<file path="src/vbb_pkg.sv">
// ----------------------------------------------------------------------------
// vbb_pkg
// Shared widths, register indexes and types of the vertical box blur.
// ----------------------------------------------------------------------------
package vbb_pkg;

  // channel and pixel widths
  localparam int CH_W       = 8;
  localparam int CHANNELS   = 3;
  localparam int PIX_W      = CH_W * CHANNELS;

  // image geometry
  localparam int MAX_WIDTH  = 1024;
  localparam int MAX_HEIGHT = 4096;
  localparam int COL_W      = $clog2(MAX_WIDTH);
  localparam int ROW_W      = $clog2(MAX_HEIGHT);

  // line stores: one slot per held row
  localparam int SLOTS      = 4;
  localparam int SLOT_W     = $clog2(SLOTS);

  // results per word: up to three on the last row
  localparam int CNT_W      = 2;

  // configuration registers
  localparam int WIDTH_REG_W  = 11;
  localparam int HEIGHT_REG_W = 13;
  localparam int CFG_DATA_W   = 13;
  localparam int CFG_IDX_W    = 1;

  localparam logic [CFG_IDX_W-1:0] REG_IMAGE_WIDTH  = 1'd0;
  localparam logic [CFG_IDX_W-1:0] REG_IMAGE_HEIGHT = 1'd1;

  localparam logic [WIDTH_REG_W-1:0]  RESET_WIDTH  = 11'd640;
  localparam logic [HEIGHT_REG_W-1:0] RESET_HEIGHT = 13'd480;

  // stream word widths
  localparam int IN_DATA_W  = PIX_W;
  localparam int OUT_DATA_W = 48;

  typedef logic [PIX_W-1:0] pix_t;

  // per-word control decided at acceptance
  typedef struct packed {
    logic [COL_W-1:0] col;
    logic [ROW_W-1:0] row;
    logic [CNT_W-1:0] cnt;     // number of results this word causes
    logic [CNT_W-1:0] top;     // rows between the first result and the current row
    logic             avg_ok;  // the oldest emitted row gets the average
  } vbb_item_t;

endpackage

</file>
<file path="src/vbb_ctrl.sv">
// ----------------------------------------------------------------------------
// vbb_ctrl
// Size registers, raster counters and per-word control for the box blur.
// ----------------------------------------------------------------------------
module vbb_ctrl (
  input  logic                         clk,
  input  logic                         rst,
  input  logic                         cfg_we,
  input  logic [vbb_pkg::CFG_IDX_W-1:0]  cfg_addr,
  input  logic [vbb_pkg::CFG_DATA_W-1:0] cfg_wdata,
  input  logic                         accept,
  output vbb_pkg::vbb_item_t           item
);
  import vbb_pkg::*;

  logic [WIDTH_REG_W-1:0]  image_width;
  logic [HEIGHT_REG_W-1:0] image_height;
  logic [COL_W-1:0]        column_counter;
  logic [ROW_W-1:0]        row_counter;

  logic [WIDTH_REG_W-1:0]  w_clamp;
  logic [HEIGHT_REG_W-1:0] h_clamp;
  logic                    last_col;
  logic                    last_row;
  logic [COL_W-1:0]        column_counter_next;
  logic [ROW_W-1:0]        row_counter_next;

  // configuration writes
  always_ff @(posedge clk) begin
    if (rst) begin
      image_width  <= RESET_WIDTH;
      image_height <= RESET_HEIGHT;
    end else if (cfg_we) begin
      unique case (cfg_addr)
        REG_IMAGE_WIDTH:  image_width  <= cfg_wdata[WIDTH_REG_W-1:0];
        REG_IMAGE_HEIGHT: image_height <= cfg_wdata[HEIGHT_REG_W-1:0];
        default: ;
      endcase
    end
  end

  // zero size counts as one, oversize is cut to the maximum
  always_comb begin
    if (image_width == '0) begin
      w_clamp = WIDTH_REG_W'(1);
    end else if (image_width > WIDTH_REG_W'(MAX_WIDTH)) begin
      w_clamp = WIDTH_REG_W'(MAX_WIDTH);
    end else begin
      w_clamp = image_width;
    end
    if (image_height == '0) begin
      h_clamp = HEIGHT_REG_W'(1);
    end else if (image_height > HEIGHT_REG_W'(MAX_HEIGHT)) begin
      h_clamp = HEIGHT_REG_W'(MAX_HEIGHT);
    end else begin
      h_clamp = image_height;
    end
  end

  assign last_col = (WIDTH_REG_W'(column_counter) + WIDTH_REG_W'(1)) >= w_clamp;
  assign last_row = (HEIGHT_REG_W'(row_counter) + HEIGHT_REG_W'(1)) >= h_clamp;

  // control for the word at the current position
  always_comb begin
    item.col = column_counter;
    item.row = row_counter;
    if (last_row) begin
      // flush from max(0, row-2) down to the current row
      item.cnt = (row_counter >= ROW_W'(2)) ? CNT_W'(3) :
                 CNT_W'(row_counter[0]) + CNT_W'(1);
      item.top = (row_counter >= ROW_W'(2)) ? CNT_W'(2) : CNT_W'(row_counter[0]);
    end else begin
      item.cnt = (row_counter >= ROW_W'(2)) ? CNT_W'(1) : CNT_W'(0);
      item.top = CNT_W'(2);
    end
    item.avg_ok = (row_counter >= ROW_W'(4)) &&
                  (HEIGHT_REG_W'(row_counter) <= (h_clamp - HEIGHT_REG_W'(1)));
  end

  // raster position advance
  always_comb begin
    if (last_col) begin
      column_counter_next = '0;
      row_counter_next    = last_row ? '0 : row_counter + ROW_W'(1);
    end else begin
      column_counter_next = column_counter + COL_W'(1);
      row_counter_next    = row_counter;
    end
  end

  always_ff @(posedge clk) begin
    if (rst) begin
      column_counter <= '0;
      row_counter    <= '0;
    end else if (accept) begin
      column_counter <= column_counter_next;
      row_counter    <= row_counter_next;
    end
  end

endmodule

</file>
<file path="config.mk">
export PLATFORM = sky130hd
export DESIGN_NAME = vbb_ctrl
export DESIGN_NICKNAME = d
export VERILOG_FILES = /design/src/vbb_pkg.sv /design/src/vbb_ctrl.sv
export SDC_FILE = /design/constraint.sdc
export NUM_CORES = 1
export LEC_CHECK = 0
export ABC_AREA = 1
export BUFFER_PORTS_ARGS = -buffer_cell sky130_fd_sc_hd__clkbuf_2
export CAP_MARGIN = 30
export CELL_PAD_IN_SITES_DETAIL_PLACEMENT = 0
export CELL_PAD_IN_SITES_GLOBAL_PLACEMENT = 1
export CORE_MARGIN = 1
export CORE_UTILIZATION = 45
export DETAILED_ROUTE_END_ITERATION = 10
export HOLD_SLACK_MARGIN = 0.06
export PLACE_DENSITY_LB_ADDON = 0.1
export SYNTH_ARGS = -nofsm -noshare
export SYNTH_HDL_FRONTEND = slang
export SYNTH_SLANG_ARGS = --single-unit
</file>
<file path="constraint.sdc">
create_clock -name clk -period 4.33 [get_ports clk]
set_input_delay 0.6495 -clock clk [delete_from_list [all_inputs] [get_ports clk]]
set_output_delay 0.6495 -clock clk [all_outputs]
set_load 0.02 [all_outputs]
</file>
==> results of run 1 <==
==> state kept, by name (all words and copies together) (netlist names) <==
register        cells
image_height       13
column_counter     10
image_width        11
row_counter        12
==> power groups by stage <==
stage                     Clock [mW]  Sequential (mW)  Combinational, mW
after global placement             0            0.466              0.183
after global routing           0.346            0.460              0.216
final                          0.322            0.457              0.185
after detailed placement           0            0.467              0.185
after floorplan                    0            0.464              0.138
after CTS                      0.329            0.457              0.186
==> critical path: stages, from the launching register on <==
cell      delay, ps
dfxtp_1         430
nor2_1           70
nand2_1          60
nor2_1           50
nand2_2          60
nand2_2         170
o21ai_4         170
ha_1            270
nand3_2         150
nor2_2          140
nand2_1          80
xnor2_1         130
ha_1            300
and3_1          200
nand4_1          90
nor3b_1         220
a21oi_1          60
nand3_1         100
nand2_1          60
inv_1            50
clkbuf_2        160
==> routing by layer <==
metal	vias up	share of wire	GRT usage
met5	-	0	0
met4	0	0.0095	0.06782
met3	7	0.033	0.03047
met2	55	0.44	0.3629
met1	1432	0.52	0.3232
li1	1711	-	-
==> per-stage QoR <==
step	hold slack, ps	power, mW	utilization
6_report	482.3	0.9641	0.5251
5_1_grt	511.1	1.022	0.5251
4_1_cts	486.6	0.9716	0.5251
3_5_place_dp	473.9	0.6518	0.5105
3_3_place_gp	465.2	0.6491	0.5105
2_1_floorplan	443.3	0.6020	-
==> cell usage after synthesis (all sizes together), types with 2 or more instances <==
| master | n | area share |
|---|---|---|
| o211ai | 2 | 0.0044 |
| nand4 | 11 | 0.022 |
| dfxtp | 46 | 0.27 |
| clkbuf | 8 | 0.0091 |
| nor2 | 56 | 0.066 |
| ha | 40 | 0.15 |
| xnor2 | 6 | 0.015 |
| nor3 | 8 | 0.020 |
| inv | 61 | 0.067 |
| o21ai | 46 | 0.072 |
| a21oi | 37 | 0.054 |
| buf | 3 | 0.0069 |
| nand3 | 30 | 0.050 |
| xor2 | 18 | 0.048 |
| nand2 | 108 | 0.12 |
| nor4 | 5 | 0.0091 |
==> cell families after synthesis <==
family                     Yosys count  synth area share
buffers and inverters               73           0.08400
AOI/OAI and AO/OA                   88            0.1399
DFF                                 46            0.2688
adders and majority gates           40            0.1461
xor gates and xnor gates            24           0.06355
and+or+nand+nor                    222            0.2977
==> layout make-up <==
cell class | count | area [um2] | share of cell area
Multi-Input combinational cell | 374 | 2217 | 0.5791
Sequential cell | 46 | 920.9 | 0.2405
Inverter | 62 | 232.7 | 0.06078
Timing Repair Buffer | 45 | 227.7 | 0.05948
Tap cell | 99 | 123.9 | 0.03235
Clock buffer | 7 | 76.32 | 0.01993
Clock inverter | 1 | 30.03 | 0.007843
==> path summary, 6_finish.rpt <==
| path | startpoint | to | slack (ps) | cells after the start |
|---|---|---|---|---|
| worst max-delay path | image_height[6] | item[0] | 360 | 20 |
| worst min-delay path | image_width[6] | image_width[6] | 480 | 2 |
| worst max register to register | row_counter[0] | row_counter[10] | 1210 | 15 |
| worst min register to register | image_width[6] | image_width[6] | 480 | 2 |
==> run metrics, run 1 <==
Synth Flop Type=dfxtp_1; fillers=around 800; number of enable flip-flop cells after synthesis=0; slew of the pin with the lowest slew margin=604.9 ps; number of core rows=31; global-route wire length before repair=approximately 14,000 um; post-layout net count=between 500 and 600; Global Route Usage Sum=0.2289; Comb pwr share=0.192; pwr/cell area=roughly 250 nW/um2; Switching Fraction=0.2947; clock transition at the register clock pins on the worst setup and hold paths after CTS=80 ps; share of final-layout standard cells stronger than drive strength 1=0.1477; share of the yosys chip area belonging to registers=0.2688; worst-skew pair later-pin latency=roughly 300 ps; Synth Warn #=0; Iter 0 DRT Violations=84; arrival time of the worst setup path=3320 ps; total clock buffers created by CTS=5; worst setup slack before clock tree synthesis=around 700 ps; unrepaired setup endpoints after global routing=false; final design instance area without fill=roughly 3800 um2; post-synthesis register bit count=46; final non-filler cell total=approximately 630; most common cell after layout, fill and taps aside=nand2_1; CTS sink count=46; final worst setup slack=364.5 ps; time the worst path needs with I/O delays and setup=a little under 4000 ps; Slew HR=0.5953; Critical Path Source Type=register; Post-Synthesis Net Count=roughly 550; Vert. Die Dim=a little under 90 um; final hold violation count=0; switching pwr=284.1 uW; cell count after placement=626; PostCTS Resize Cnt=0; ratio of final minimum period to clock period=0.9158; leading cell types in the layout, fill and taps excluded=nand2_1, inv_1, nor2_1, dfxtp_1, clkbuf_2; part of the power in the clock network=0.334; global route overflow=0; count of endpoints failing setup in the final report=0; die width=about 90 um; worst-path maximum fanout=13; relative contribution of sequential cells to total power=0.474; number of pins exceeding their max-slew limit in the final report=0; synthesis-to-finish area growth=11.76%; critical path capture point type=output pin; async set-or-reset flop fraction in the synthesized netlist=0; cell at the root of the clock tree=clkbuf_8; summed negative setup slack over all endpoints=0 ps; TritonRoute pass-1 iters=4; classification of the worst-slack hold path=reg -> reg; peak supply drop=approximately 160 uV; total inserted antenna cells=0; maximum achievable frequency=about 0.25 GHz; overall die area=around 8000 um2; DRT Wirelength=between 8000 and 9000 um; count of buffers added by post-CTS timing repair for setup=0; via count of the first global-routing pass=2,968; worst path required time=between 3000 and 4000 ps; count of buffers inserted at the top-level ports=44; routed length per instance=13.28 um; post-placement cell area=3722 um2; number of placed I/O pins=45; count of max-cap constraint violations=0; number of unique standard cell types used by synthesis=39; average instance area after synthesis=~6.9 um2; Post-Syn Area=around 3400 um2; total via count in the routed design=3,205; run status=finished clean; Clock Skews=about 8.5 ps; effective utilization at floorplan=0.4698; CTS Hold Bufs=0; leakage power=roughly 2.0 nW; Detail Placement HPWL=between 6000 and 7000 um; pin count of the biggest net entering global routing=36; number of vias per cell=roughly 5.1; TritonCTS clock tree=yes; Antenna Nets Post-Route=0; drt drc=0; initial antenna violation count=0; Setup Crit Path Kind=reg -> out; number of H-tree levels=2; Cell Int Power=around 700 uW; Synth Instances=a little under 500; area of the core region=approximately 7300 um2; final weighted congestion of routability-driven global placement=just over 0.8; largest buffer count on any clock path=2
No activity file was read; power rests on OpenSTA's default activity.
==> inputs of run 2 (changes only) <==
- CORE_UTILIZATION: 45 -> 44
==> run 2 against run 1 <==
  * Clock skew grew 2.3 ps
  * Utilization fell by 0.52 points
  * Final area is essentially flat
  * Die area is 2.2% higher
  * Clock power decreased by 6.2%
  * Non-clock buffer count did not move
==> run metrics, run 2 (synthesized netlist as in run 1, its figures left out) <==
initial antenna violation count=0; slew of the pin with the lowest slew margin=around 600 ps; final worst setup slack=297.0 ps; leading cell types in the layout, fill and taps excluded=nand2_1, inv_1, nor2_1, dfxtp_1, clkbuf_2; CTS Hold Bufs=0; met2 wire length=3737 um; pin count of the biggest net entering global routing=36; CTS sink count=46; total clock buffers created by CTS=5; registers with the highest flip-flop counts=image_height (13), row_counter (12), image_width (11); clock transition at the register clock pins on the worst setup and hold paths after CTS=approximately 90 ps; run status=finished clean; drt drc=0; number of stages on the worst hold path=2; global-route wire length before repair=around 15,000 um; count of max-cap constraint violations=0; ratio of final minimum period to clock period=0.9314; Detail Placement HPWL=approximately 6800 um; length in cells of the worst reg-to-reg path=15; total via count in the routed design=approximately 3,200; peak supply drop=147.8 uV; Setup Crit Path Kind=reg -> out; Vert. Die Dim=90.24 um; Iter 0 DRT Violations=97; unrepaired setup endpoints after global routing=false; area of the multi-input gates=2220 um2; via count of the first global-routing pass=slightly above 3,000; number of flip-flops in the largest register=13; post-placement cell area=about 3700 um2; routed length per instance=between 10 and 15 um; Slew HR=0.6092; global route overflow=0; total inserted antenna cells=0; worst path required time=3680 ps; final weighted congestion of routability-driven global placement=0.8065; share of final-layout standard cells stronger than drive strength 1=0.1551; number of H-tree levels=2; worst hold slack=479.1 ps; number of placed I/O pins=between 40 and 50; power consumption=roughly 940 uW; Clock Skews=roughly 11 ps; final design instance area without fill=3831 um2; total length of routed met3 wires=around 360 um; arrival time of the worst setup path=approximately 3400 ps; final hold violation count=0; Critical Path Source Type=register; count of endpoints failing setup in the final report=0; Antenna Nets Post-Route=0; number of core rows=31; leakage power=about 2 nW; worst setup slack before clock tree synthesis=640.7 ps; summed negative setup slack over all endpoints=0 ps; Biggest register=image_height; number of pins exceeding their max-slew limit in the final report=0; Seq. cell area=922.1 um2; final non-filler cell total=634; time the worst path needs with I/O delays and setup=4033 ps; TritonCTS clock tree=yes; fillers=roughly 800; TritonRoute pass-1 iters=5; uppermost layer routed=met4; area of the core region=approximately 7400 um2; cell at the root of the clock tree=clkbuf_8; Global Route Usage Sum=0.2212; count of buffers inserted at the top-level ports=44; die width=around 90 um; pwr/cell area=~250 nW/um2; critical path capture point type=output pin; number of vias per cell=just over 5; M1 wire length=roughly 4300 um; most common cell after layout, fill and taps aside=nand2_1; synthesis-to-finish area growth=11.83%; worst-path maximum fanout=13; post-route core utilization=0.5199; maximum achievable frequency=between 0.2 and 0.25 GHz; overall die area=approximately 8100 um2; largest buffer count on any clock path=2; cell count after placement=around 630; classification of the worst-slack hold path=reg -> reg; DRT Wirelength=around 8500 um; worst-skew pair later-pin latency=310 ps; post-layout net count=roughly 590; effective utilization at floorplan=0.4649
[run 2: worst max-delay path: stages (launching register included)]
cell      delay, ps
dfxtp_1         430
nor2_1           70
nand2_1          60
nor2_1           50
nand2_2          60
nand2_2         170
o21ai_4         180
ha_2            280
nand3_2         140
nor2_2          140
nand2_1          70
xnor2_1         150
ha_1            310
and3_1          190
nand4_1          90
nor3b_1         250
a21oi_1          70
nand3_1         100
nand2_1          60
inv_1            50
clkbuf_2        150
[run 2: final cells by class]
| type | count | area share |
|---|---|---|
| clock buffer | 7 | 0.02515 |
| clock inverter | 1 | 0.002286 |
| sequential | 46 | 0.2407 |
| tap | 99 | 0.03233 |
| timing repair buffer | 45 | 0.05944 |
| inverter | 62 | 0.06074 |
| multi-input combinational | 374 | 0.5794 |
[run 2: timing repair]
item,CTS,global route
buffers inserted,0,0
endpoints found under the setup margin,0,1
gates resized for setup,0,2
hold endpoints to repair,0,0
[run 2: path summary, 6_finish.rpt]
path | startpoint | endpoint | slack, ps
hold reg to reg | image_width[8] | image_width[8] | 480
setup / recovery | image_height[6] | item[0] | 300
hold / removal | image_width[8] | image_width[8] | 480
setup reg to reg | row_counter[0] | row_counter[10] | 1210
[run 2: power breakdown]
group	internal, mW	switching, mW
Clock	0.147	0.156
Combinational	0.0681	0.117
Sequential	0.440	0.0169
[run 2: metal layers]
metal	vias up	global-route usage
met5	-	0
li1	1711	-
met3	6	0.02961
met1	1435	0.3067
met2	71	0.3658
met4	0	0.04435
==> inputs of run 3 (changes only) <==
- REMOVE_ABC_BUFFERS: unset -> 1
==> run 3 against run 2 <==
  * Flip-flop and latch count unchanged
  * Sequential share of layout area increased by 0.18 points
  * Highest routed layer unchanged
  * Non-clock buffer count stayed put
  * Combinational power about the same
==> run metrics, run 3 (synthesized netlist as in run 1, its figures left out) <==
run status=finished clean; post-layout net count=between 500 and 600; Slew HR=0.5909; die width=90.24 um; Setup Crit Path Kind=reg -> out; maximum single-stage delay on the critical path=approximately 400 ps; count of endpoints failing setup in the final report=0; count of buffers added by post-CTS timing repair for setup=0; total via count in the routed design=3,223; classification of the worst-slack hold path=reg -> reg; Iter 0 DRT Violations=113; Biggest register=image_height; number of flip-flops in the largest register=13; overall die area=8142 um2; Hold Crit Endpoint=image_height[10]; total clock buffers created by CTS=5; final hold violation count=0; cell-by-cell listing of the critical path=nor2_1 > nand2_1 > nor2_1 > nand2_2 > nand2_2 > o21ai_4 > ha_2 > nand3_2 > nor2_2 > nand2_1 > xnor2_1 > ha_1 > and3_1 > nand4_1 > nor3b_2 > a21oi_1 > nand3_1 > nand2_1 > inv_1 > clkbuf_2; reg2reg end=row_counter[10]; peak supply drop=178.1 uV; clock transition at the register clock pins on the worst setup and hold paths after CTS=90 ps; number of pins exceeding their max-slew limit in the final report=0; number of H-tree levels=2; Clock Skews=around 13 ps; DRT Wirelength=slightly above 8000 um; Critical Path Source Type=register; R2R Path Start=row_counter[0]; time the worst path needs with I/O delays and setup=between 3000 and 4000 ps; total inserted antenna cells=0; Antenna Nets Post-Route=0; summed negative setup slack over all endpoints=0 ps; count of max-cap constraint violations=0; highest-delay cell along the critical path=dfxtp_1; number of placed I/O pins=45; final design instance area without fill=3814 um2; setup slack of the worst register-to-register path=~1200 ps; area of the core region=between 7000 and 8000 um2; largest buffer count on any clock path=2; number of core rows=31; via count of the first global-routing pass=approximately 3,000; pin count of the biggest net entering global routing=36; effective utilization at floorplan=0.4649; TritonCTS clock tree=yes; origin of the worst min-delay path=image_height[10]; maximum achievable frequency=around 0.25 GHz; number of vias per cell=approximately 5; drt drc=0; length in cells of the worst reg-to-reg path=15; leading cell types in the layout, fill and taps excluded=nand2_1, inv_1, nor2_1, clkbuf_2, dfxtp_1; most common cell after layout, fill and taps aside=nand2_1; count of buffers inserted at the top-level ports=44; Global Route Usage Sum=0.2160; global route overflow=0; final weighted congestion of routability-driven global placement=about 0.86; slew of the pin with the lowest slew margin=slightly above 600 ps; worst-skew pair later-pin latency=300 ps; arrival time of the worst setup path=approximately 3400 ps; share of final-layout standard cells stronger than drive strength 1=0.1573; routed length per instance=between 10 and 15 um; ratio of final minimum period to clock period=0.9226; global-route wire length before repair=14,320 um; worst path required time=roughly 3700 ps; post-placement cell area=roughly 3700 um2; CTS sink count=46; initial antenna violation count=0; Crit path top cell by count=nand2_1; Vert. Die Dim=90.24 um; pwr/cell area=around 240 nW/um2; registers with the highest flip-flop counts=image_height (13), row_counter (12), image_width (11); Detail Placement HPWL=6690 um; leakage power=about 1.9 nW; synthesis-to-finish area growth=11.32%; unrepaired setup endpoints after global routing=false; cell at the root of the clock tree=clkbuf_8; critical path capture point type=output pin; worst-path maximum fanout=13; TritonRoute pass-1 iters=4; number of stages on the worst hold path=2
run 3: layout make-up:
type,instances,area [um2]
Fill cell,798,3556
Tap cell,99,123.9
Inverter,62,232.7
Clock buffer,6,72.57
Multi-Input combinational cell,374,2225
Sequential cell,46,924.6
Timing Repair Buffer,45,227.7
Clock inverter,1,7.507
run 3: worst max path at each step:
stage,start,cells after the start,slack (ps),endpoint
after floorplan,row_counter[0],15,890,item[3]
after global placement,image_height[3],20,550,item[0]
after detailed placement,image_height[3],20,570,item[0]
after CTS,image_height[3],20,210,item[0]
after global routing,image_height[2],20,30,item[0]
final,image_height[1],20,340,item[0]
run 3: per-layer routing:
layer,wire [um],GRT usage,part of all wire,vias to the layer above
li1,-,-,-,1707
met1,4324,0.3015,0.53,1466
met2,3599,0.3499,0.44,44
met3,208,0.03299,0.025,6
met4,78,0.04839,0.0095,0
met5,0,0,0,-
run 3: where the power goes:
group | switching (mW) | total (mW) | internal, mW
Clock | 0.149 | 0.260 | 0.111
Combinational | 0.118 | 0.186 | 0.0679
Sequential | 0.0171 | 0.457 | 0.440
run 3: per-stage QoR:
| step | std cells | hold slack [ps] | utilization | setup slack [ps] | total power [mW] |
|---|---|---|---|---|---|
| after detailed placement | 626 | 469.0 | 0.5051 | 573.2 | 0.6526 |
| final | 633 | 479.5 | 0.5175 | 335.2 | 0.9033 |
| after CTS | 633 | 482.5 | 0.5160 | 214.3 | 0.9124 |
| after global routing | 633 | 495.6 | 0.5175 | 31.13 | 0.9597 |
| after floorplan | 482 | 445.6 | - | 887.8 | 0.5965 |
| after global placement | 626 | 457.0 | 0.5051 | 545.1 | 0.6506 |
run 3: worst max-delay path: cells and delay by family, from the launching register on:
family / cells / cell delay, ps
buf+inv: 2 / 200
flops: 1 / 400
compound gates: 2 / 240
xor+xnor: 1 / 140
fa+ha+maj: 2 / 560
simple gates: 13 / 1510
run 3: what timing repair did:
action                     4_1_cts  5_1_grt
hold buffers                     0        0
resized for setup                0        5
setup endpoints to repair        0        1
